<file path="src/rtl/msc_pkg.sv">
// Marching squares cell package: widths, pipeline types and the segment plan table.
// No dependencies; every rtl module imports it.
package msc_pkg;

  localparam int unsigned ELEV_W     = 24;
  localparam int unsigned DIFF_W     = 26;
  localparam int unsigned DIV_W      = 25;
  localparam int unsigned FRAC_W     = 17;
  localparam int unsigned ID_W       = 25;
  localparam int unsigned POS_W      = 12;
  localparam int unsigned GW_W       = 13;
  localparam int unsigned QBITS      = 16;
  localparam int unsigned DIV_STAGES = QBITS + 1;

  localparam logic [GW_W-1:0]   GRID_WIDTH_RST = 13'd4096;
  localparam logic [FRAC_W-1:0] FRAC_ONE       = 17'd65536;
  localparam logic [FRAC_W-1:0] FRAC_ZERO      = 17'd0;

  typedef enum logic [1:0] {
    SIDE_S = 2'd0,
    SIDE_N = 2'd1,
    SIDE_W = 2'd2,
    SIDE_E = 2'd3
  } side_e;

  typedef struct packed {
    logic [DIV_W-1:0] dvsr;
    logic [DIV_W-1:0] rem;
    logic [QBITS-1:0] quo;
  } div_t;

  typedef struct packed {
    logic                 skip;
    logic [3:0]           code;
    logic                 centre;
    logic [3:0][ID_W-1:0] id;
    logic [3:0]           zero;
    logic [3:0]           one;
  } cell_t;

  typedef struct packed {
    logic [1:0] nseg;
    side_e      a0;
    side_e      b0;
    side_e      a1;
    side_e      b1;
  } plan_t;

  function automatic plan_t seg_plan(input logic [3:0] code, input logic centre);
    plan_t p;
    p = '{nseg: 2'd0, a0: SIDE_S, b0: SIDE_W, a1: SIDE_E, b1: SIDE_N};
    case (code) inside
      4'd1, 4'd14: begin p.nseg = 2'd1; p.a0 = SIDE_S; p.b0 = SIDE_W; end
      4'd2, 4'd13: begin p.nseg = 2'd1; p.a0 = SIDE_S; p.b0 = SIDE_E; end
      4'd3, 4'd12: begin p.nseg = 2'd1; p.a0 = SIDE_W; p.b0 = SIDE_E; end
      4'd4, 4'd11: begin p.nseg = 2'd1; p.a0 = SIDE_E; p.b0 = SIDE_N; end
      4'd6, 4'd9:  begin p.nseg = 2'd1; p.a0 = SIDE_S; p.b0 = SIDE_N; end
      4'd7, 4'd8:  begin p.nseg = 2'd1; p.a0 = SIDE_W; p.b0 = SIDE_N; end
      4'd5, 4'd10: begin
        p.nseg = 2'd2;
        if ((code == 4'd5) == centre) begin
          p.a0 = SIDE_S; p.b0 = SIDE_E; p.a1 = SIDE_W; p.b1 = SIDE_N;
        end else begin
          p.a0 = SIDE_S; p.b0 = SIDE_W; p.a1 = SIDE_E; p.b1 = SIDE_N;
        end
      end
      default: p.nseg = 2'd0;
    endcase
    return p;
  endfunction

endpackage

</file>
<file path="src/rtl/msc_div.sv">
// Pipelined fraction divider: one quotient bit per stage, then round half up.
// Depends on msc_pkg.
module msc_div (
  input  logic                       clk_i,
  input  msc_pkg::div_t              op_i,
  output logic [msc_pkg::FRAC_W-1:0] quo_o
);
  import msc_pkg::*;

  div_t             stage_q [QBITS];
  div_t             stage_d [QBITS];
  logic [FRAC_W-1:0] quo_q;

  function automatic div_t div_step(input div_t x);
    div_t             y;
    logic [DIV_W:0]   t;
    logic             ge;
    t      = {x.rem, 1'b0};
    ge     = t >= {1'b0, x.dvsr};
    y.dvsr = x.dvsr;
    y.rem  = ge ? DIV_W'(t - {1'b0, x.dvsr}) : t[DIV_W-1:0];
    y.quo  = {x.quo[QBITS-2:0], ge};
    return y;
  endfunction

  always_comb begin
    stage_d[0] = div_step(op_i);
    for (int k = 1; k < QBITS; k++) begin
      stage_d[k] = div_step(stage_q[k-1]);
    end
  end

  always_ff @(posedge clk_i) begin
    logic [DIV_W:0] s;
    s = {1'b0, stage_q[QBITS-1].rem} + {2'b00, stage_q[QBITS-1].dvsr[DIV_W-1:1]};
    for (int k = 0; k < QBITS; k++) begin
      stage_q[k] <= stage_d[k];
    end
    quo_q <= {1'b0, stage_q[QBITS-1].quo}
           + FRAC_W'(s >= {1'b0, stage_q[QBITS-1].dvsr});
  end

  assign quo_o = quo_q;

endmodule

</file>
<file path="config.mk">
export PLATFORM = sky130hd
export DESIGN_NAME = msc_div
export DESIGN_NICKNAME = d
export VERILOG_FILES = /design/src/rtl/msc_pkg.sv /design/src/rtl/msc_div.sv
export SDC_FILE = /design/constraint.sdc
export NUM_CORES = 2
export LEC_CHECK = 0
export ABC_AREA = 0
export BUFFER_PORTS_ARGS = -buffer_cell sky130_fd_sc_hd__buf_2
export CAP_MARGIN = 10
export CORE_ASPECT_RATIO = 0.5
export CORE_MARGIN = 5
export CORE_UTILIZATION = 50
export CTS_CLUSTER_DIAMETER = 120
export DETAILED_ROUTE_END_ITERATION = 10
export PLACE_DENSITY = 0.7
export REMOVE_ABC_BUFFERS = 1
export SYNTH_ARGS = -nofsm -noshare
export SYNTH_HDL_FRONTEND = slang
export SYNTH_SLANG_ARGS = --single-unit
</file>
<file path="constraint.sdc">
create_clock -name clk_i -period 4.6 [get_ports clk_i]
set_input_delay 0 -clock clk_i [delete_from_list [all_inputs] [get_ports clk_i]]
set_output_delay 0 -clock clk_i [all_outputs]
set_load 0.05 [all_outputs]
</file>
==> reports/results.tsv <==
metric	value	unit
die_h	226	um
crit_type	reg -> reg	
worst_pin_slew	1.12	ns
path_max_fanout	5	
rr_worst_depth	23	
synth.distinct_cells	92	
grt_usage	0.206	
yosys.area_share.adder	0.129	
pre_cts_slack	-0.558	ns
die_x	441	um
status	finished with violations	
synth-seq-cells	953	
die-area	0.0996	mm2
final_hold_viol_count	0	
core.rowCount	79	
grt_pass1_wl	170000	um
place_congestion	0.976	
timing.final.crit_share	1.01	
power_density	807	mW/mm2
rsz0062_at_grt	yes	
synth_mux_area_frac	0.0567	
drt-vias-per-instance	5.34	
finalSetupViolations	1	
max-slew-margin-rel	0.232	
ys_warn_count	0	
drive_gt1_frac	0.110	
cts.sinks	953	
post_synth_and_or_nand_nor_area_fraction	0.107	
numPortBuffers	67	
syn_inst	4972	
max_stage_delay	0.39	ns
synth-main-ff-cell	dfxtp_1	
drt-initial-drc-count	1803	
final_nets	5708	
synth_top_family_by_area	compound AO/OA/AOI/OAI gates	
netlist_area	0.0465	mm2
synth-edff-count	0	
antenna_found_initial	0	
grt_max_degree	45	
min_period	4.64	ns
cts.clk_slew.worst_paths	0.07	ns
wirelength	104000	um
synth_compound_gate_area_share	0.175	
min_path_cells	3	
initial_core_util	0.502	
synth-async-reset-ratio	0	
critical-path-slowest-cell	fa_2	
fin_ws	-0.0351	ns
h-tree-depth	3	
drv_cap	0	
ir_drop	0.000352	V
grt_pass1_vias	35200	
arrival	5.25	ns
overflow	0	
hpwl	80700	um
cp.required	5.22	ns
numCtsBuffers	86	
fmax	216	MHz
area_growth	13.2	%
drc	0	
synth_area_per_cell	9.36	um2
final_max_slew_viol_count	0	
violations	negative setup slack	
setup.worst_path.start_class	flip-flop	
clk-insertion-delay-late	0.69	ns
root_buffer	clkbuf_16	
timing.hold.ws	0.118	ns
hold_path_class	in -> reg	
coreArea	0.0926	mm2
power.leakage	24.5	nW
ys_seq_area_frac	0.410	
path_cells	ha_4 > fa_2 > a21o_1 > a21oi_2 > o21ai_2 > a311oi_1 > buf_4 > a311oi_4 > o31ai_2 > nand2b_1 > a21oi_2 > xnor2_1 > ha_1 > a21o_1 > a21o_1 > a221o_1 > a21oi_2 > o41ai_4 > ha_2 > and3_4 > and3_4 > nand4_1 > xnor2_1	
worstSetupEndpointType	flip-flop	
cts_tree	yes	
vias	34700	
ant_nets	0	
synth_xor_xnor_area_share	0.0678	
clockBufferDepth	3	
skew	0.0366	ns
first_pass_iters	6	
postLayoutCoreUtil	0.569	
wire_per_inst	16.0	um
tns	-0.0351	ns
ios	84	
## placed cells by master, fill, tap and decap left out, drive strengths merged, types with 118 or more instances in the layout
master and n:
dfxtp 953, inv 560, ha 451, a21oi 440
nor2 300, nand2 252, o21ai 240, xnor2 236
mux2 222, a21o 203, xor2 124, buf 118
## cell type report
class	instances	area (um2)
diodes	2	5.00
well taps	1255	1570
flip-flops and latches	953	19100
fillers	8056	39900
multi-input cells	3370	25200
clock inverters	46	743
repair buffers	206	1620
inverters	556	2090
clock buffers	115	2430
## path summary, 6_finish.rpt
kind	startpoint	endpoint	slack, ns
max	stage_q[1][504]	quo_o[15]	-0.04
min	op_i[24]	stage_q[0][25]	0.12
max reg2reg	stage_q[1][504]	quo_o[15]	-0.04
min reg2reg	stage_q[0][332]	stage_q[0][399]	0.31
## Yosys cell counts, types with 8 or more instances
master / number / area [um2]
a211o_1: 25 / 219
a211oi_1: 41 / 308
a21o_1: 203 / 1520
a21oi_1: 435 / 2180
a31o_2: 10 / 87.6
a31oi_1: 52 / 325
a41oi_1: 9 / 78.8
and2_1: 22 / 138
and3_1: 42 / 263
and4_1: 9 / 78.8
buf_2: 30 / 150
buf_4: 10 / 75.1
clkbuf_1: 48 / 180
dfxtp_1: 953 / 19100
fa_1: 17 / 340
ha_1: 451 / 5640
inv_1: 556 / 2090
mux2_2: 222 / 2500
mux2i_1: 14 / 140
nand2_1: 252 / 946
nand2b_1: 62 / 388
nand3_1: 78 / 390
nand3b_1: 8 / 60.1
nand4_1: 61 / 382
nor2_1: 300 / 1130
nor2b_1: 57 / 357
nor3_1: 55 / 275
nor3b_1: 10 / 75.1
nor4_1: 8 / 50.1
o211ai_1: 18 / 135
o21a_1: 63 / 473
o21ai_0: 235 / 1180
o21bai_1: 44 / 330
o31a_1: 20 / 175
o31ai_1: 26 / 195
or2_2: 25 / 156
xnor2_1: 236 / 2070
xor2_1: 124 / 1090
## kinds of logic (layout without fill, tap and decap cells)
logic type | Yosys count | in the layout
mux | 236 | 236
simple gates | 1022 | 1022
flops | 953 | 953
other cells | 0 | 2
fa+ha+maj | 468 | 468
xor+xnor | 360 | 360
buf+inv | 649 | 923
compound gates | 1284 | 1284
## worst max-delay path: cells and delay by family, from the launching register on
| family | cells | cell delay, ns |
|---|---|---|
| buf+inv | 1 | 0.18 |
| xor+xnor | 2 | 0.26 |
| compound gates | 12 | 2.18 |
| simple gates | 4 | 0.62 |
| fa+ha+maj | 4 | 1.03 |
| flops | 1 | 0.34 |
## routing by layer
layer	global-route usage	wire, um
met1	0.226	43600
met2	0.387	51800
met4	0.105	5360
met5	0	0
met3	0.0307	3120
## flip-flops by register name, summed over array words and instances, names as in the netlist
register / flops
quo_o: 17
stage_q: 936
## stage by stage
step	std cells	power [mW]	cell area, um2
global route	6501	45.8	52700
global placement	6246	33.7	48400
finish	6503	42.5	52700
detailed placement	6246	34.1	48400
CTS	6498	42.4	52500
floorplan	4879	29.0	46100
## power by group
group | total (mW) | switching [mW] | leakage [nW] | internal, mW
logic | 22.2 | 11.9 | 15.0 | 10.3
clock network | 7.86 | 3.24 | 1.55 | 4.62
registers | 12.4 | 1.39 | 8.03 | 11.1
## repair_timing
item | 4_1_cts | 5_1_grt
endpoints found under the hold margin | 50 | 0
hold buffers | 88 | 0
gates resized for setup | 20 | 24
setup endpoints to repair | 16 | 16
setup buffers | 3 | 5
pin swaps | 9 | 15
No activity file was read; power rests on OpenSTA's default activity.
