--- src/rtl/msc_pkg.sv ---
// Marching squares cell package: widths, pipeline types and the segment plan table.
// No dependencies; every rtl module imports it.
package msc_pkg;

  localparam int unsigned ELEV_W     = 24;
  localparam int unsigned DIFF_W     = 26;
  localparam int unsigned DIV_W      = 25;
  localparam int unsigned FRAC_W     = 17;
  localparam int unsigned ID_W       = 25;
  localparam int unsigned POS_W      = 12;
  localparam int unsigned GW_W       = 13;
  localparam int unsigned QBITS      = 16;
  localparam int unsigned DIV_STAGES = QBITS + 1;

  localparam logic [GW_W-1:0]   GRID_WIDTH_RST = 13'd4096;
  localparam logic [FRAC_W-1:0] FRAC_ONE       = 17'd65536;
  localparam logic [FRAC_W-1:0] FRAC_ZERO      = 17'd0;

  typedef enum logic [1:0] {
    SIDE_S = 2'd0,
    SIDE_N = 2'd1,
    SIDE_W = 2'd2,
    SIDE_E = 2'd3
  } side_e;

  typedef struct packed {
    logic [DIV_W-1:0] dvsr;
    logic [DIV_W-1:0] rem;
    logic [QBITS-1:0] quo;
  } div_t;

  typedef struct packed {
    logic                 skip;
    logic [3:0]           code;
    logic                 centre;
    logic [3:0][ID_W-1:0] id;
    logic [3:0]           zero;
    logic [3:0]           one;
  } cell_t;

  typedef struct packed {
    logic [1:0] nseg;
    side_e      a0;
    side_e      b0;
    side_e      a1;
    side_e      b1;
  } plan_t;

  function automatic plan_t seg_plan(input logic [3:0] code, input logic centre);
    plan_t p;
    p = '{nseg: 2'd0, a0: SIDE_S, b0: SIDE_W, a1: SIDE_E, b1: SIDE_N};
    case (code) inside
      4'd1, 4'd14: begin p.nseg = 2'd1; p.a0 = SIDE_S; p.b0 = SIDE_W; end
      4'd2, 4'd13: begin p.nseg = 2'd1; p.a0 = SIDE_S; p.b0 = SIDE_E; end
      4'd3, 4'd12: begin p.nseg = 2'd1; p.a0 = SIDE_W; p.b0 = SIDE_E; end
      4'd4, 4'd11: begin p.nseg = 2'd1; p.a0 = SIDE_E; p.b0 = SIDE_N; end
      4'd6, 4'd9:  begin p.nseg = 2'd1; p.a0 = SIDE_S; p.b0 = SIDE_N; end
      4'd7, 4'd8:  begin p.nseg = 2'd1; p.a0 = SIDE_W; p.b0 = SIDE_N; end
      4'd5, 4'd10: begin
        p.nseg = 2'd2;
        if ((code == 4'd5) == centre) begin
          p.a0 = SIDE_S; p.b0 = SIDE_E; p.a1 = SIDE_W; p.b1 = SIDE_N;
        end else begin
          p.a0 = SIDE_S; p.b0 = SIDE_W; p.a1 = SIDE_E; p.b1 = SIDE_N;
        end
      end
      default: p.nseg = 2'd0;
    endcase
    return p;
  endfunction

endpackage

--- src/rtl/msc_emit.sv ---
// Segment selection and result sequencing; a saddle's second segment follows in the next cycle.
// Depends on msc_pkg.
module msc_emit (
  input  logic                         clk_i,
  input  logic                         rst_ni,
  input  logic                         valid_i,
  input  msc_pkg::cell_t               cell_i,
  input  logic [3:0][msc_pkg::FRAC_W-1:0] quo_i,
  output logic                         seg_valid_o,
  output logic [msc_pkg::ID_W-1:0]     edge_first_o,
  output logic [msc_pkg::FRAC_W-1:0]   frac_first_o,
  output logic [msc_pkg::ID_W-1:0]     edge_second_o,
  output logic [msc_pkg::FRAC_W-1:0]   frac_second_o,
  output logic                         last_segment_o
);
  import msc_pkg::*;

  logic [3:0][FRAC_W-1:0] fr;
  plan_t                  plan;
  logic                   emit, pend_d;
  logic                   out_v_q, pend_q, last_q;
  logic [ID_W-1:0]        e1_q, e2_q, pe1_q, pe2_q;
  logic [FRAC_W-1:0]      f1_q, f2_q, pf1_q, pf2_q;

  always_comb begin
    for (int s = 0; s < 4; s++) begin
      fr[s] = cell_i.zero[s] ? FRAC_ZERO : (cell_i.one[s] ? FRAC_ONE : quo_i[s]);
    end
    plan   = seg_plan(cell_i.code, cell_i.centre);
    emit   = valid_i && !cell_i.skip && (plan.nseg != 2'd0);
    pend_d = emit && (plan.nseg == 2'd2);
  end

  always_ff @(posedge clk_i or negedge rst_ni) begin
    if (!rst_ni) begin
      out_v_q <= 1'b0;
      pend_q  <= 1'b0;
    end else begin
      out_v_q <= emit || pend_q;
      pend_q  <= pend_d;
    end
  end

  always_ff @(posedge clk_i) begin
    if (emit) begin
      e1_q   <= cell_i.id[plan.a0];
      f1_q   <= fr[plan.a0];
      e2_q   <= cell_i.id[plan.b0];
      f2_q   <= fr[plan.b0];
      last_q <= plan.nseg == 2'd1;
      pe1_q  <= cell_i.id[plan.a1];
      pf1_q  <= fr[plan.a1];
      pe2_q  <= cell_i.id[plan.b1];
      pf2_q  <= fr[plan.b1];
    end else if (pend_q) begin
      // advance the held second segment
      e1_q   <= pe1_q;
      f1_q   <= pf1_q;
      e2_q   <= pe2_q;
      f2_q   <= pf2_q;
      last_q <= 1'b1;
    end
  end

  assign seg_valid_o    = out_v_q;
  assign edge_first_o   = e1_q;
  assign frac_first_o   = f1_q;
  assign edge_second_o  = e2_q;
  assign frac_second_o  = f2_q;
  assign last_segment_o = last_q;

endmodule

--- config.mk ---
export PLATFORM = sky130hd
export DESIGN_NAME = msc_emit
export DESIGN_NICKNAME = d
export VERILOG_FILES = /design/src/rtl/msc_pkg.sv /design/src/rtl/msc_emit.sv
export SDC_FILE = /design/constraint.sdc
export NUM_CORES = 1
export LEC_CHECK = 0
export BUFFER_PORTS_ARGS = -buffer_cell sky130_fd_sc_hd__buf_2
export CAP_MARGIN = 20
export CORE_UTILIZATION = 50
export CTS_CLUSTER_SIZE = 25
export DETAILED_ROUTE_END_ITERATION = 6
export PLACE_DENSITY = 0.77
export SLEW_MARGIN = 20
export SYNTH_ARGS = -nofsm -noshare
export SYNTH_HDL_FRONTEND = slang
export SYNTH_SLANG_ARGS = --single-unit
--- constraint.sdc ---
create_clock -name clk_i -period 3.4 [get_ports clk_i]
set_clock_uncertainty 0.05 [all_clocks]
set_input_delay 0.51 -clock clk_i [delete_from_list [all_inputs] [get_ports clk_i]]
set_output_delay 0.51 -clock clk_i [all_outputs]
set_load 0.01 [all_outputs]
==> impl_metrics.py, run 1 <==
metrics = {
    "synthesis": {
        "synth.distinct_cells": 39,
        "syn_nets": 1006,
        "post_synth_instance_area_sq_um": 8900,
        "top_post_synthesis_cells_by_area": "sky130_fd_sc_hd__edfxtp_1, sky130_fd_sc_hd__mux2_2, sky130_fd_sc_hd__nand2_1, sky130_fd_sc_hd__o21ai_0, sky130_fd_sc_hd__o21ai_1",
        "async_flop_share": 0.0117,
        "main_synth_ff_type": "sky130_fd_sc_hd__edfxtp_1",
        "yosysTopAreaCell": "sky130_fd_sc_hd__edfxtp_1",
        "synth_top_cell_area_share": 0.570,
        "synth_sequential_area_ratio": 0.576,
        "synth-seq-cells": 171,
        "syn_avg_cell_area_sq_um": 10.8,
        "synth_warnings": 0,
        "synthesis.instances": 821,
        "synth_edf_count": 169,
    },
    "sta": {
        "maxClockFrequency_mhz": 435,
        "setup_viol": 0,
        "worst_pin_slew_ps": 863,
        "slew_headroom": 0.425,
        "final-hold-violation-count": 0,
        "tns_ps": 0,
        "min_period_over_period": 0.676,
        "final_max_slew_viol_count": 0,
        "finalCriticalPeriod_ps": 2300,
        "setup_repair_after_global_routing_missed_its_margin": "false",
    },
    "critical_path": {
        "critical_path.top_delay_family": "compound AO/OA/AOI/OAI gates",
        "critical_path_peak_fanout": 25,
        "timing.critical_path.buf_inv": 2,
        "timing.reg2reg.worst_path_depth": 2,
        "worst-endpoint-required_ps": 3620,
        "cp_slowest_cell": "sky130_fd_sc_hd__o21a_1",
        "worst_ep_arrival_time_ps": 2520,
        "end_kind": "flop",
        "critical_path.reg2reg.endpoint": "frac_second_o[3]",
        "ff2ff_setup_slack_ps": 1990,
        "setup.worst_path.class": "in2reg",
        "timing.critical_path.cells": "buf_2 > nand2b_1 > or2_1 > o21a_1 > buf_4 > o21ai_0 > o21ai_1",
        "maximum_cell_stage_delay_along_the_critical_path_ps": 710,
        "timing.critical_path.from_type": "input pin",
        "r2r-start": "pend_q",
    },
    "clocking": {
        "cts-buffers-inserted": 17,
        "h-tree-depth": 4,
        "clock-root-buffer": "sky130_fd_sc_hd__clkbuf_16",
        "postCtsResizedCells": 0,
        "cts.clk_slew.worst_paths_ps": 70,
        "clock_path_buffers": 2,
        "tritoncts_num_sinks": 171,
        "cts_post_setup_buffers_inserted": 0,
        "clock_tree_from_tritoncts": "built",
        "clock_latency_of_the_later_clocked_register_in_the_worst_skew_pair_ps": 420,
    },
    "global_route": {
        "grt_overflow": 0,
        "wire_length_of_the_first_global_routing_pass_microns": 37500,
        "grt_antenna_before_repair": 6,
        "grt_pass1_vias": 7136,
        "pin_count_of_the_biggest_net_entering_global_routing": 84,
        "grt_use_total": 0.271,
    },
    "placement": {
        "dpl_cell_area_sq_um": 10400,
        "gp_congestion": 0.895,
        "dpl.cell_count": 1275,
        "port_buffers": 270,
        "dp_hpwl_microns": 16400,
    },
    "floorplanning": {
        "starting_density_of_the_core": 0.513,
        "die_w_microns": 135,
        "design.die.area_sq_um": 18300,
        "core_area_sq_um": 17400,
        "rows": 48,
        "design.portCount": 271,
        "die_y_microns": 135,
    },
    "power_and_ir_drop": {
        "p_int_uw": 3960,
        "net-switching-power_uw": 1310,
        "seqPwrFrac": 0.478,
        "ir_worst_vdd_mv": 0.392,
        "combinationalPowerShare": 0.151,
        "pwr-share-clk": 0.370,
        "net_switching_share_of_the_total_power": 0.248,
        "leakage_uw": 0.00434,
        "pwr_density_cell_nw_per_um2": 478,
    },
    "hold_path": {
        "worst_hold_path_type": "in2reg",
        "whs_endpoint": "pe2_q[11]",
        "whs_path_depth": 1,
        "holdCritStartpoint": "cell_i[44]",
    },
    "routing": {
        "routed_wl_microns": 24500,
        "route.detailed.drc": 0,
        "route.detailed.wl_per_inst_microns": 18.6,
        "via_count": 7530,
        "detail_route.iter0.violations": 670,
        "first_pass_iters": 5,
        "detail-route-antenna-nets": 0,
        "vias_per_cell": 5.73,
    },
    "final_layout": {
        "synthToLayoutAreaGrowth_pct": 23.8,
        "design_area_sq_um": 11000,
        "finish.net_count": 1255,
        "most_common_cell_after_layout_fill_and_taps_aside": "sky130_fd_sc_hd__buf_2",
        "drive_above_1_share": 0.367,
        "commonest_non_fill_non_tap_cells_in_the_layout": "sky130_fd_sc_hd__buf_2, sky130_fd_sc_hd__edfxtp_1, sky130_fd_sc_hd__nand2_1",
        "finish.cell_count_without_fillers": 1313,
        "utilization": 0.635,
    },
    "status": {
        "status": "complete, no violations",
    },
    "job": {
        "max_cap_violation_count": 0,
    },
}
==> worst max-delay path by stage <==
stage	start	to	slack, ps	cells past startpoint
2_1_floorplan	cell_i[110]	frac_second_o[14]	480	9
6_report	cell_i[112]	edge_first_o[16]	1100	7
3_5_place_dp	cell_i[110]	frac_second_o[12]	730	7
4_1_cts	cell_i[110]	frac_second_o[12]	1190	7
3_3_place_gp	cell_i[110]	pf1_q[7]	810	7
5_1_grt	cell_i[110]	frac_second_o[16]	980	7
==> flip-flops by register name, indices dropped and copies added, names as in the netlist <==
name	cells
pf2_q	17
seg_valid_o	1
pf1_q	17
last_segment_o	1
edge_second_o	25
pe1_q	25
frac_second_o	17
pe2_q	25
pend_q	1
frac_first_o	17
edge_first_o	25
==> per-stage QoR <==
stage	total power [uW]	hold slack, ps	worst slack (ps)
2_1_floorplan	3040	164	481
3_3_place_gp	3340	254	814
3_5_place_dp	3360	253	735
4_1_cts	5290	208	1190
5_1_grt	5440	210	976
6_report	5270	221	1100
==> per-layer routing <==
metal  wire (microns)  part of all wire  global-route usage
met5                0                 0                   0
met4              932             0.038               0.148
met3             2070             0.084              0.0516
met2            11700              0.48               0.429
met1             9790              0.40               0.353
==> power by group through the flow <==
stage	Combinational [uW]	Clock, uW	Sequential [uW]
after CTS	799	1970	2520
after global placement	775	0	2560
after detailed placement	795	0	2560
final	799	1950	2520
after global routing	879	2030	2530
after floorplan	457	0	2590
==> repair_timing <==
action,in CTS,in global routing
hold buffers,1,0
hold endpoints to repair,2,0
endpoints found under the setup margin,0,0
==> synth_stat cells (6+ instances only) <==
cell type,n
sky130_fd_sc_hd__and2_1,17
sky130_fd_sc_hd__nand3_1,41
sky130_fd_sc_hd__o211ai_1,24
sky130_fd_sc_hd__a211oi_1,6
sky130_fd_sc_hd__buf_2,24
sky130_fd_sc_hd__buf_6,9
sky130_fd_sc_hd__nand2_1,165
sky130_fd_sc_hd__edfxtp_1,169
sky130_fd_sc_hd__and3_1,25
sky130_fd_sc_hd__a22o_1,13
sky130_fd_sc_hd__clkbuf_1,18
sky130_fd_sc_hd__nor2_1,53
sky130_fd_sc_hd__a21oi_1,20
sky130_fd_sc_hd__buf_4,9
sky130_fd_sc_hd__nor2b_1,7
sky130_fd_sc_hd__mux2_2,61
sky130_fd_sc_hd__o21ai_1,52
sky130_fd_sc_hd__o21ai_0,72
==> area by class of cell <==
type / instances / area (sq um)
Tap cell: 225 / 282
Fill cell: 1451 / 6340
Antenna cell: 6 / 15.0
Timing Repair Buffer: 291 / 1560
Multi-Input combinational cell: 586 / 3440
Clock inverter: 11 / 146
Inverter: 3 / 13.8
Clock buffer: 20 / 437
Sequential cell: 171 / 5120
==> cells by family (layout without fill, tap and decap cells) <==
| kind of cell | Yosys count | in the layout | synth area share |
|---|---|---|---|
| buf+inv | 64 | 325 | 0.0419 |
| flops | 171 | 171 | 0.576 |
| compound gates | 206 | 206 | 0.147 |
| simple gates | 317 | 317 | 0.156 |
| other cells | 0 | 6 | 0 |
| mux | 63 | 63 | 0.0795 |
No activity file was read; power rests on OpenSTA's default activity.
==> inputs of run 2 (changes only) <==
--- a/config.mk
+++ b/config.mk
@@ -5,9 +5,10 @@
 export SDC_FILE = /design/constraint.sdc
 export NUM_CORES = 1
 export LEC_CHECK = 0
+export ABC_AREA = 1
 export BUFFER_PORTS_ARGS = -buffer_cell sky130_fd_sc_hd__buf_2
 export CAP_MARGIN = 20
-export CORE_UTILIZATION = 50
+export CORE_UTILIZATION = 48
 export CTS_CLUSTER_SIZE = 25
 export DETAILED_ROUTE_END_ITERATION = 6
 export PLACE_DENSITY = 0.77
==> constraint.sdc (replaced) <==
create_clock -name clk_i -period 2 [get_ports clk_i]
set_clock_uncertainty 0.05 [all_clocks]
set_input_delay 0.3 -clock clk_i [delete_from_list [all_inputs] [get_ports clk_i]]
set_output_delay 0.3 -clock clk_i [all_outputs]
set_load 0.01 [all_outputs]
==> run 2 against run 1 <==
Net effect: via count grew 21%; clock power grew 67%; cell count grew 31%; hold slack lost 210 ps; synthesized cell count grew 44%; setup slack lost 730 ps; count of clock-buffer cells in the layout shrank 2; global-route usage grew 2.0 points; die area grew 10%; non-clock buffer count grew 31; final area grew 8.8%; largest cell class unchanged; largest power group unchanged; highest routed layer unchanged.
==> impl_metrics.py, run 2 <==
metrics = {
    "routing": {
        "vias_per_cell": 5.29,
        "routed_wl_microns": 28900,
        "route.detailed.drc": 0,
        "detail_route.iter0.violations": 867,
        "via_count": 9111,
        "route.detailed.wl_per_inst_microns": 16.8,
        "first_pass_iters": 5,
        "detail-route-antenna-nets": 0,
    },
    "final_layout": {
        "commonest_non_fill_non_tap_cells_in_the_layout": "sky130_fd_sc_hd__nand2_1, sky130_fd_sc_hd__buf_2, sky130_fd_sc_hd__edfxtp_1",
        "register_area_sq_um": 5120,
        "drive_above_1_share": 0.251,
        "utilization": 0.633,
        "finish.net_count": 1631,
        "final.fill_count": 1601,
        "synthToLayoutAreaGrowth_pct": 27.3,
        "multiInputGateArea_sq_um": 3660,
        "most_common_cell_after_layout_fill_and_taps_aside": "sky130_fd_sc_hd__nand2_1",
    },
    "critical_path": {
        "timing.critical_path.from_type": "input pin",
        "critical_path_peak_fanout": 27,
        "critical_path.reg2reg.endpoint": "last_segment_o",
        "end_kind": "flop",
        "timing.reg2reg.worst_path_depth": 2,
        "timing.critical_path.buf_inv": 3,
        "cp_slowest_cell": "sky130_fd_sc_hd__buf_4",
        "maximum_cell_stage_delay_along_the_critical_path_ps": 350,
        "timing.critical_path.cells": "buf_2 > inv_1 > nand2_1 > nand2_1 > nand2_2 > nor2_4 > buf_4 > nand3_1 > nand3_1 > nand2_1 > nand2_1 > nand2_1",
        "ff2ff_setup_slack_ps": 820,
        "r2r-start": "pend_q",
        "worst-endpoint-required_ps": 2140,
        "setup.worst_path.class": "in2reg",
        "worst_ep_arrival_time_ps": 1770,
        "critical-path-top-cell-by-count": "sky130_fd_sc_hd__nand2_1",
        "critical_path.top_delay_family": "simple AND/OR/NAND/NOR gates",
    },
    "floorplanning": {
        "starting_density_of_the_core": 0.497,
        "rows": 50,
        "core_area_sq_um": 19000,
        "die_y_microns": 142,
        "design.die.area_sq_um": 20200,
        "design.portCount": 271,
        "die_w_microns": 142,
    },
    "global_route": {
        "grt_overflow": 0,
        "grt_antenna_before_repair": 2,
        "pin_count_of_the_biggest_net_entering_global_routing": 76,
        "grt_pass1_vias": 8579,
        "wire_length_of_the_first_global_routing_pass_microns": 44900,
        "grt_use_total": 0.291,
    },
    "synthesis": {
        "synth_sequential_area_ratio": 0.544,
        "yosysMostFrequentCell": "sky130_fd_sc_hd__nand2_1",
        "synth_edf_count": 169,
        "synthXorXnorAreaFrac": 0,
        "combinational_family_with_the_most_area_after_synthesis": "simple AND/OR/NAND/NOR gates",
        "synth-seq-cells": 171,
        "syn_avg_cell_area_sq_um": 7.97,
        "synth_top_cell_area_share": 0.539,
        "post_synthesis_share_of_cell_area_spent_on_full_adders_half_adders_and_majority_gates": 0,
        "synth_compound_gate_area_share": 0.0845,
        "main_synth_ff_type": "sky130_fd_sc_hd__edfxtp_1",
        "syn_nets": 1367,
        "async_flop_share": 0.0117,
        "synth_simple_gate_area_frac": 0.300,
        "synthesis.instances": 1182,
        "synth.mux.area_fraction": 0,
        "post_synth_instance_area_sq_um": 9420,
        "post_synth_most_frequent_cells": "sky130_fd_sc_hd__nand2_1, sky130_fd_sc_hd__edfxtp_1, sky130_fd_sc_hd__o21ai_0, sky130_fd_sc_hd__nand3_1, sky130_fd_sc_hd__nor2_1",
        "yosysTopAreaCell": "sky130_fd_sc_hd__edfxtp_1",
        "top_post_synthesis_cells_by_area": "sky130_fd_sc_hd__edfxtp_1, sky130_fd_sc_hd__nand2_1, sky130_fd_sc_hd__o21ai_0, sky130_fd_sc_hd__nand3_1, sky130_fd_sc_hd__nor2_1",
        "synth.distinct_cells": 26,
        "synth_warnings": 0,
    },
    "clocking": {
        "clock_path_buffers": 2,
        "cts_post_setup_buffers_inserted": 0,
        "cts-buffers-inserted": 17,
        "clock-root-buffer": "sky130_fd_sc_hd__clkbuf_16",
        "tritoncts_num_sinks": 171,
        "clock_tree_from_tritoncts": "built",
        "cts.clk_slew.worst_paths_ps": 70,
        "h-tree-depth": 4,
        "clock_latency_of_the_later_clocked_register_in_the_worst_skew_pair_ps": 430,
    },
    "placement": {
        "gp_congestion": 0.956,
        "dp_hpwl_microns": 21000,
        "port_buffers": 270,
    },
    "sta": {
        "slew_headroom": 0.735,
        "maxClockFrequency_mhz": 614,
        "min_period_over_period": 0.814,
        "final_max_slew_viol_count": 0,
        "worst_pin_slew_ps": 397,
        "finalCriticalPeriod_ps": 1630,
        "tns_ps": 0,
        "setup_viol": 0,
        "setup_repair_after_global_routing_missed_its_margin": "false",
        "final-hold-violation-count": 0,
    },
    "job": {
        "max_cap_violation_count": 0,
    },
    "power_and_ir_drop": {
        "pwr_density_cell_nw_per_um2": 773,
        "leakage_uw": 0.00568,
        "ir_worst_vdd_mv": 0.610,
    },
    "hold_path": {
        "worst_hold_path_type": "in2reg",
        "whs_endpoint": "pe2_q[1]",
        "holdCritStartpoint": "cell_i[34]",
        "whs_path_depth": 1,
    },
    "status": {
        "status": "complete, no violations",
    },
}
==> run 2: changes by cell type after synthesis, moves of 15 or more <==
cell / change
sky130_fd_sc_hd__inv_1: +70
sky130_fd_sc_hd__and2_1: -17
sky130_fd_sc_hd__nand3_1: +80
sky130_fd_sc_hd__nand2_1: +323
sky130_fd_sc_hd__clkbuf_1: +15
sky130_fd_sc_hd__o21ai_1: -41
sky130_fd_sc_hd__mux2_2: -61
sky130_fd_sc_hd__and3_1: -25
sky130_fd_sc_hd__nor2_1: +27
sky130_fd_sc_hd__o21ai_0: +60
sky130_fd_sc_hd__o211ai_1: -22
==> run 2: metrics by stage <==
stage               std cells  worst slack (ps)  total power, uW  area, sq um  hold WS, ps
floorplan                1182              -195             5330         9440        -45.6
global placement         1685              11.5             6040        11400         40.4
detailed placement       1685             -49.7             6090        11400         41.7
CTS                      1718               391             9270        12000         2.17
global route             1720               192             9640        12000         4.82
finish                   1722               371             9280        12000         12.8
==> run 2: metal layers <==
metal | track usage | wire length [microns]
met5 | 0 | 0
met4 | 0.128 | 1030
met3 | 0.0471 | 2550
met2 | 0.497 | 14300
met1 | 0.365 | 11100
==> run 2: worst reg2reg max path, delay by kind of cell (launching register included) <==
| family | cells | cell delay [ps] |
|---|---|---|
| flip-flops | 1 | 400 |
| AND/OR/NAND/NOR | 1 | 270 |
| buffers and inverters | 1 | 190 |
==> run 2: repair_timing <==
| item | CTS | global route |
|---|---|---|
| endpoints found under the hold margin | 2 | 1 |
| hold buffers | 1 | 1 |
| gates resized for setup | 0 | 0 |
==> run 2: kinds of logic after synthesis <==
group	after synthesis
AOI/OAI and AO/OA	156
buffers and inverters	153
DFF	171
and+or+nand+nor	702
==> run 2: cell type report <==
type | count | area share
Sequential cell | 171 | 0.427
Clock inverter | 14 | 0.0115
Clock buffer | 18 | 0.0358
Timing Repair Buffer | 322 | 0.169
Multi-Input combinational cell | 858 | 0.305
Tap cell | 260 | 0.0271
Inverter | 76 | 0.0242
Antenna cell | 3 | 0.000626
==> run 2: worst max path at each step <==
| stage | from | cells after the start | endpoint |
|---|---|---|---|
| 2_1_floorplan | cell_i[111] | 9 | edge_first_o[0] |
| 4_1_cts | cell_i[109] | 12 | edge_second_o[5] |
| 5_1_grt | cell_i[111] | 13 | edge_second_o[5] |
| 3_3_place_gp | cell_i[111] | 13 | edge_second_o[24] |
| 6_report | cell_i[109] | 12 | edge_second_o[5] |
| 3_5_place_dp | cell_i[111] | 10 | edge_first_o[18] |
==> run 2: power by group <==
group | switching [uW] | internal, uW
combinational | 1070 | 654
sequential | 59.9 | 4240
clock | 1500 | 1750
total | 2630 | 6640
==> inputs of run 3 (changes only) <==
--- a/config.mk
+++ b/config.mk
@@ -5,13 +5,13 @@
 export SDC_FILE = /design/constraint.sdc
 export NUM_CORES = 1
 export LEC_CHECK = 0
-export ABC_AREA = 1
+export ABC_AREA = 0
 export BUFFER_PORTS_ARGS = -buffer_cell sky130_fd_sc_hd__buf_2
 export CAP_MARGIN = 20
-export CORE_UTILIZATION = 48
+export CORE_UTILIZATION = 47
 export CTS_CLUSTER_SIZE = 25
 export DETAILED_ROUTE_END_ITERATION = 6
-export PLACE_DENSITY = 0.77
+export PLACE_DENSITY = 0.76
 export SLEW_MARGIN = 20
 export SYNTH_ARGS = -nofsm -noshare
 export SYNTH_HDL_FRONTEND = slang
==> constraint.sdc (replaced) <==
create_clock -name clk_i -period 1.47 [get_ports clk_i]
set_clock_uncertainty 0.05 [all_clocks]
set_input_delay 0.2205 -clock clk_i [delete_from_list [all_inputs] [get_ports clk_i]]
set_output_delay 0.2205 -clock clk_i [all_outputs]
set_load 0.01 [all_outputs]
==> run 3 against run 2 <==
Net effect: clock power up 29%; sequential power up 35%; flip-flop and latch count unchanged; final area up 2.4%; hold slack better by 34 ps; first-iteration DRC count down 9.9%; non-clock buffer count up 58; setup slack worse by 370 ps; cell count down 19%; critical path type unchanged; largest power group unchanged.
==> impl_metrics.py, run 3 (synthesized netlist as in run 1, its figures left out) <==
metrics = {
    "status": {
        "status": "complete, no violations",
    },
    "final_layout": {
        "register_area_sq_um": 5120,
        "drive_above_1_share": 0.417,
        "multiInputGateArea_sq_um": 3630,
        "most_common_cell_after_layout_fill_and_taps_aside": "sky130_fd_sc_hd__buf_2",
        "commonest_non_fill_non_tap_cells_in_the_layout": "sky130_fd_sc_hd__buf_2, sky130_fd_sc_hd__edfxtp_1, sky130_fd_sc_hd__nand2_1",
        "finish.cell_count_without_fillers": 1402,
        "utilization": 0.672,
        "synthToLayoutAreaGrowth_pct": 37.9,
        "final.fill_count": 1405,
        "design_area_sq_um": 12300,
        "finish.net_count": 1344,
    },
    "power_and_ir_drop": {
        "p_int_uw": 9170,
        "design_power_total_uw": 12400,
        "ir_worst_vdd_mv": 0.832,
        "combinationalPowerShare": 0.190,
        "net_switching_share_of_the_total_power": 0.259,
        "seqPwrFrac": 0.470,
        "pwr-share-clk": 0.339,
        "leakage_uw": 0.00500,
        "pwr_density_cell_nw_per_um2": 1010,
        "net-switching-power_uw": 3200,
    },
    "routing": {
        "first_pass_iters": 5,
        "vias_per_cell": 5.59,
        "detail_route.iter0.violations": 781,
        "route.detailed.wl_per_inst_microns": 19.0,
        "route.detailed.drc": 0,
        "detail-route-antenna-nets": 0,
        "via_count": 7840,
        "routed_wl_microns": 26600,
    },
    "clocking": {
        "h-tree-depth": 4,
        "cts.clk_slew.worst_paths_ps": 70,
        "clock-root-buffer": "sky130_fd_sc_hd__clkbuf_16",
        "cts-buffers-inserted": 17,
        "tritoncts_num_sinks": 171,
        "clock_path_buffers": 2,
        "clock_latency_of_the_later_clocked_register_in_the_worst_skew_pair_ps": 430,
        "clock_tree_from_tritoncts": "built",
    },
    "sta": {
        "final_max_slew_viol_count": 0,
        "worst_pin_slew_ps": 408,
        "finalCriticalPeriod_ps": 1460,
        "setup_repair_after_global_routing_missed_its_margin": "true",
        "setup_viol": 0,
        "final-hold-violation-count": 0,
        "maxClockFrequency_mhz": 683,
        "min_period_over_period": 0.996,
        "slew_headroom": 0.725,
    },
    "placement": {
        "dpl.cell_count": 1328,
        "dpl_cell_area_sq_um": 11100,
        "dp_hpwl_microns": 17600,
        "port_buffers": 270,
        "gp_congestion": 0.882,
    },
    "global_route": {
        "grt_overflow": 0,
        "pin_count_of_the_biggest_net_entering_global_routing": 49,
        "grt_use_total": 0.258,
        "wire_length_of_the_first_global_routing_pass_microns": 39000,
        "grt_antenna_before_repair": 4,
        "grt_pass1_vias": 7554,
    },
    "critical_path": {
        "setup.worst_path.class": "in2reg",
        "worst-endpoint-required_ps": 1600,
        "timing.critical_path.from_type": "input pin",
        "worst_ep_arrival_time_ps": 1600,
        "critical_path_peak_fanout": 7,
        "end_kind": "flop",
    },
    "job": {
        "max_cap_violation_count": 0,
    },
    "floorplanning": {
        "design.die.area_sq_um": 19500,
        "core_area_sq_um": 18300,
        "die_w_microns": 140,
        "design.portCount": 271,
        "die_y_microns": 140,
        "rows": 49,
        "starting_density_of_the_core": 0.487,
    },
    "hold_path": {
        "worst_hold_path_type": "in2reg",
    },
}
-- run 3: cell count changes in the layout (fill, tap and decap cells not counted), moves of 41 or more --
cell / before / now
sky130_fd_sc_hd__nand2_1: 487 / 164
sky130_fd_sc_hd__o21ai_0: 132 / 71
sky130_fd_sc_hd__nor2_1: 77 / 35
sky130_fd_sc_hd__o21ai_1: 11 / 52
sky130_fd_sc_hd__inv_1: 71 / 1
sky130_fd_sc_hd__nand3_1: 121 / 40
-- run 3: path summary, 6_finish.rpt --
path	start	slack, ps	cells after the start	to
worst max-delay path	cell_i[109]	6	8	edge_first_o[19]
worst min-delay path	cell_i[5]	50	2	pf2_q[16]
worst max register to register	pend_q	340	2	frac_first_o[2]
worst min register to register	pf2_q[1]	460	2	frac_second_o[1]
max in group asynchronous	rst_ni	1210	2	seg_valid_o
min in group asynchronous	rst_ni	60	2	pend_q
-- run 3: what timing repair did --
| item | 4_1_cts | 5_1_grt |
|---|---|---|
| hold buffers | 26 | 0 |
| setup endpoints to repair | 7 | 90 |
| resized for setup | 1 | 48 |
| pin swaps | 0 | 13 |
| setup buffers | 0 | 9 |
| hold endpoints to repair | 27 | 0 |
| gates cloned | 0 | 6 |
-- run 3: power by group through the flow --
stage                     logic (uW)  clock network (uW)  registers [uW]
final                           2350                4200            5820
after global routing            2530                4380            5840
after CTS                       2130                4240            5820
after detailed placement        2070                   0            5920
after global placement          2020                   0            5920
after floorplan                 1100                   0            5970
-- run 3: layout make-up --
cell class	instances	share of cell area
Timing Repair Buffer	380	0.219
Tap cell	229	0.0233
Clock inverter	11	0.00805
Antenna cell	4	0.000815
Multi-Input combinational cell	586	0.296
Inverter	3	0.00132
Clock buffer	18	0.0349
Sequential cell	171	0.417
-- run 3: per-stage QoR --
stage / setup slack, ps / TNS [ps] / hold slack (ps)
global route: -37.8 / -181 / 42.9
finish: 5.55 / 0 / 47.1
global placement: -442 / -86760 / -40.8
CTS: 3.49 / 0 / 23.3
floorplan: -403 / -59160 / -125
detailed placement: -474 / -97650 / -39.5
-- run 3: per-layer routing --
metal / vias to the layer above / part of all wire / track usage
met4: 0 / 0.035 / 0.134
met3: 64 / 0.066 / 0.0406
met5: - / 0 / 0
li1: 3681 / - / -
met2: 388 / 0.50 / 0.423
met1: 3707 / 0.40 / 0.333
-- run 3: critical path, stage by stage --
cell and delay, ps:
sky130_fd_sc_hd__buf_6 100, sky130_fd_sc_hd__or2_4 260, sky130_fd_sc_hd__o22ai_4 200, sky130_fd_sc_hd__buf_12 160, sky130_fd_sc_hd__clkbuf_16 160, sky130_fd_sc_hd__mux2_2 340
sky130_fd_sc_hd__nor2_1 80, sky130_fd_sc_hd__o21ai_1 70
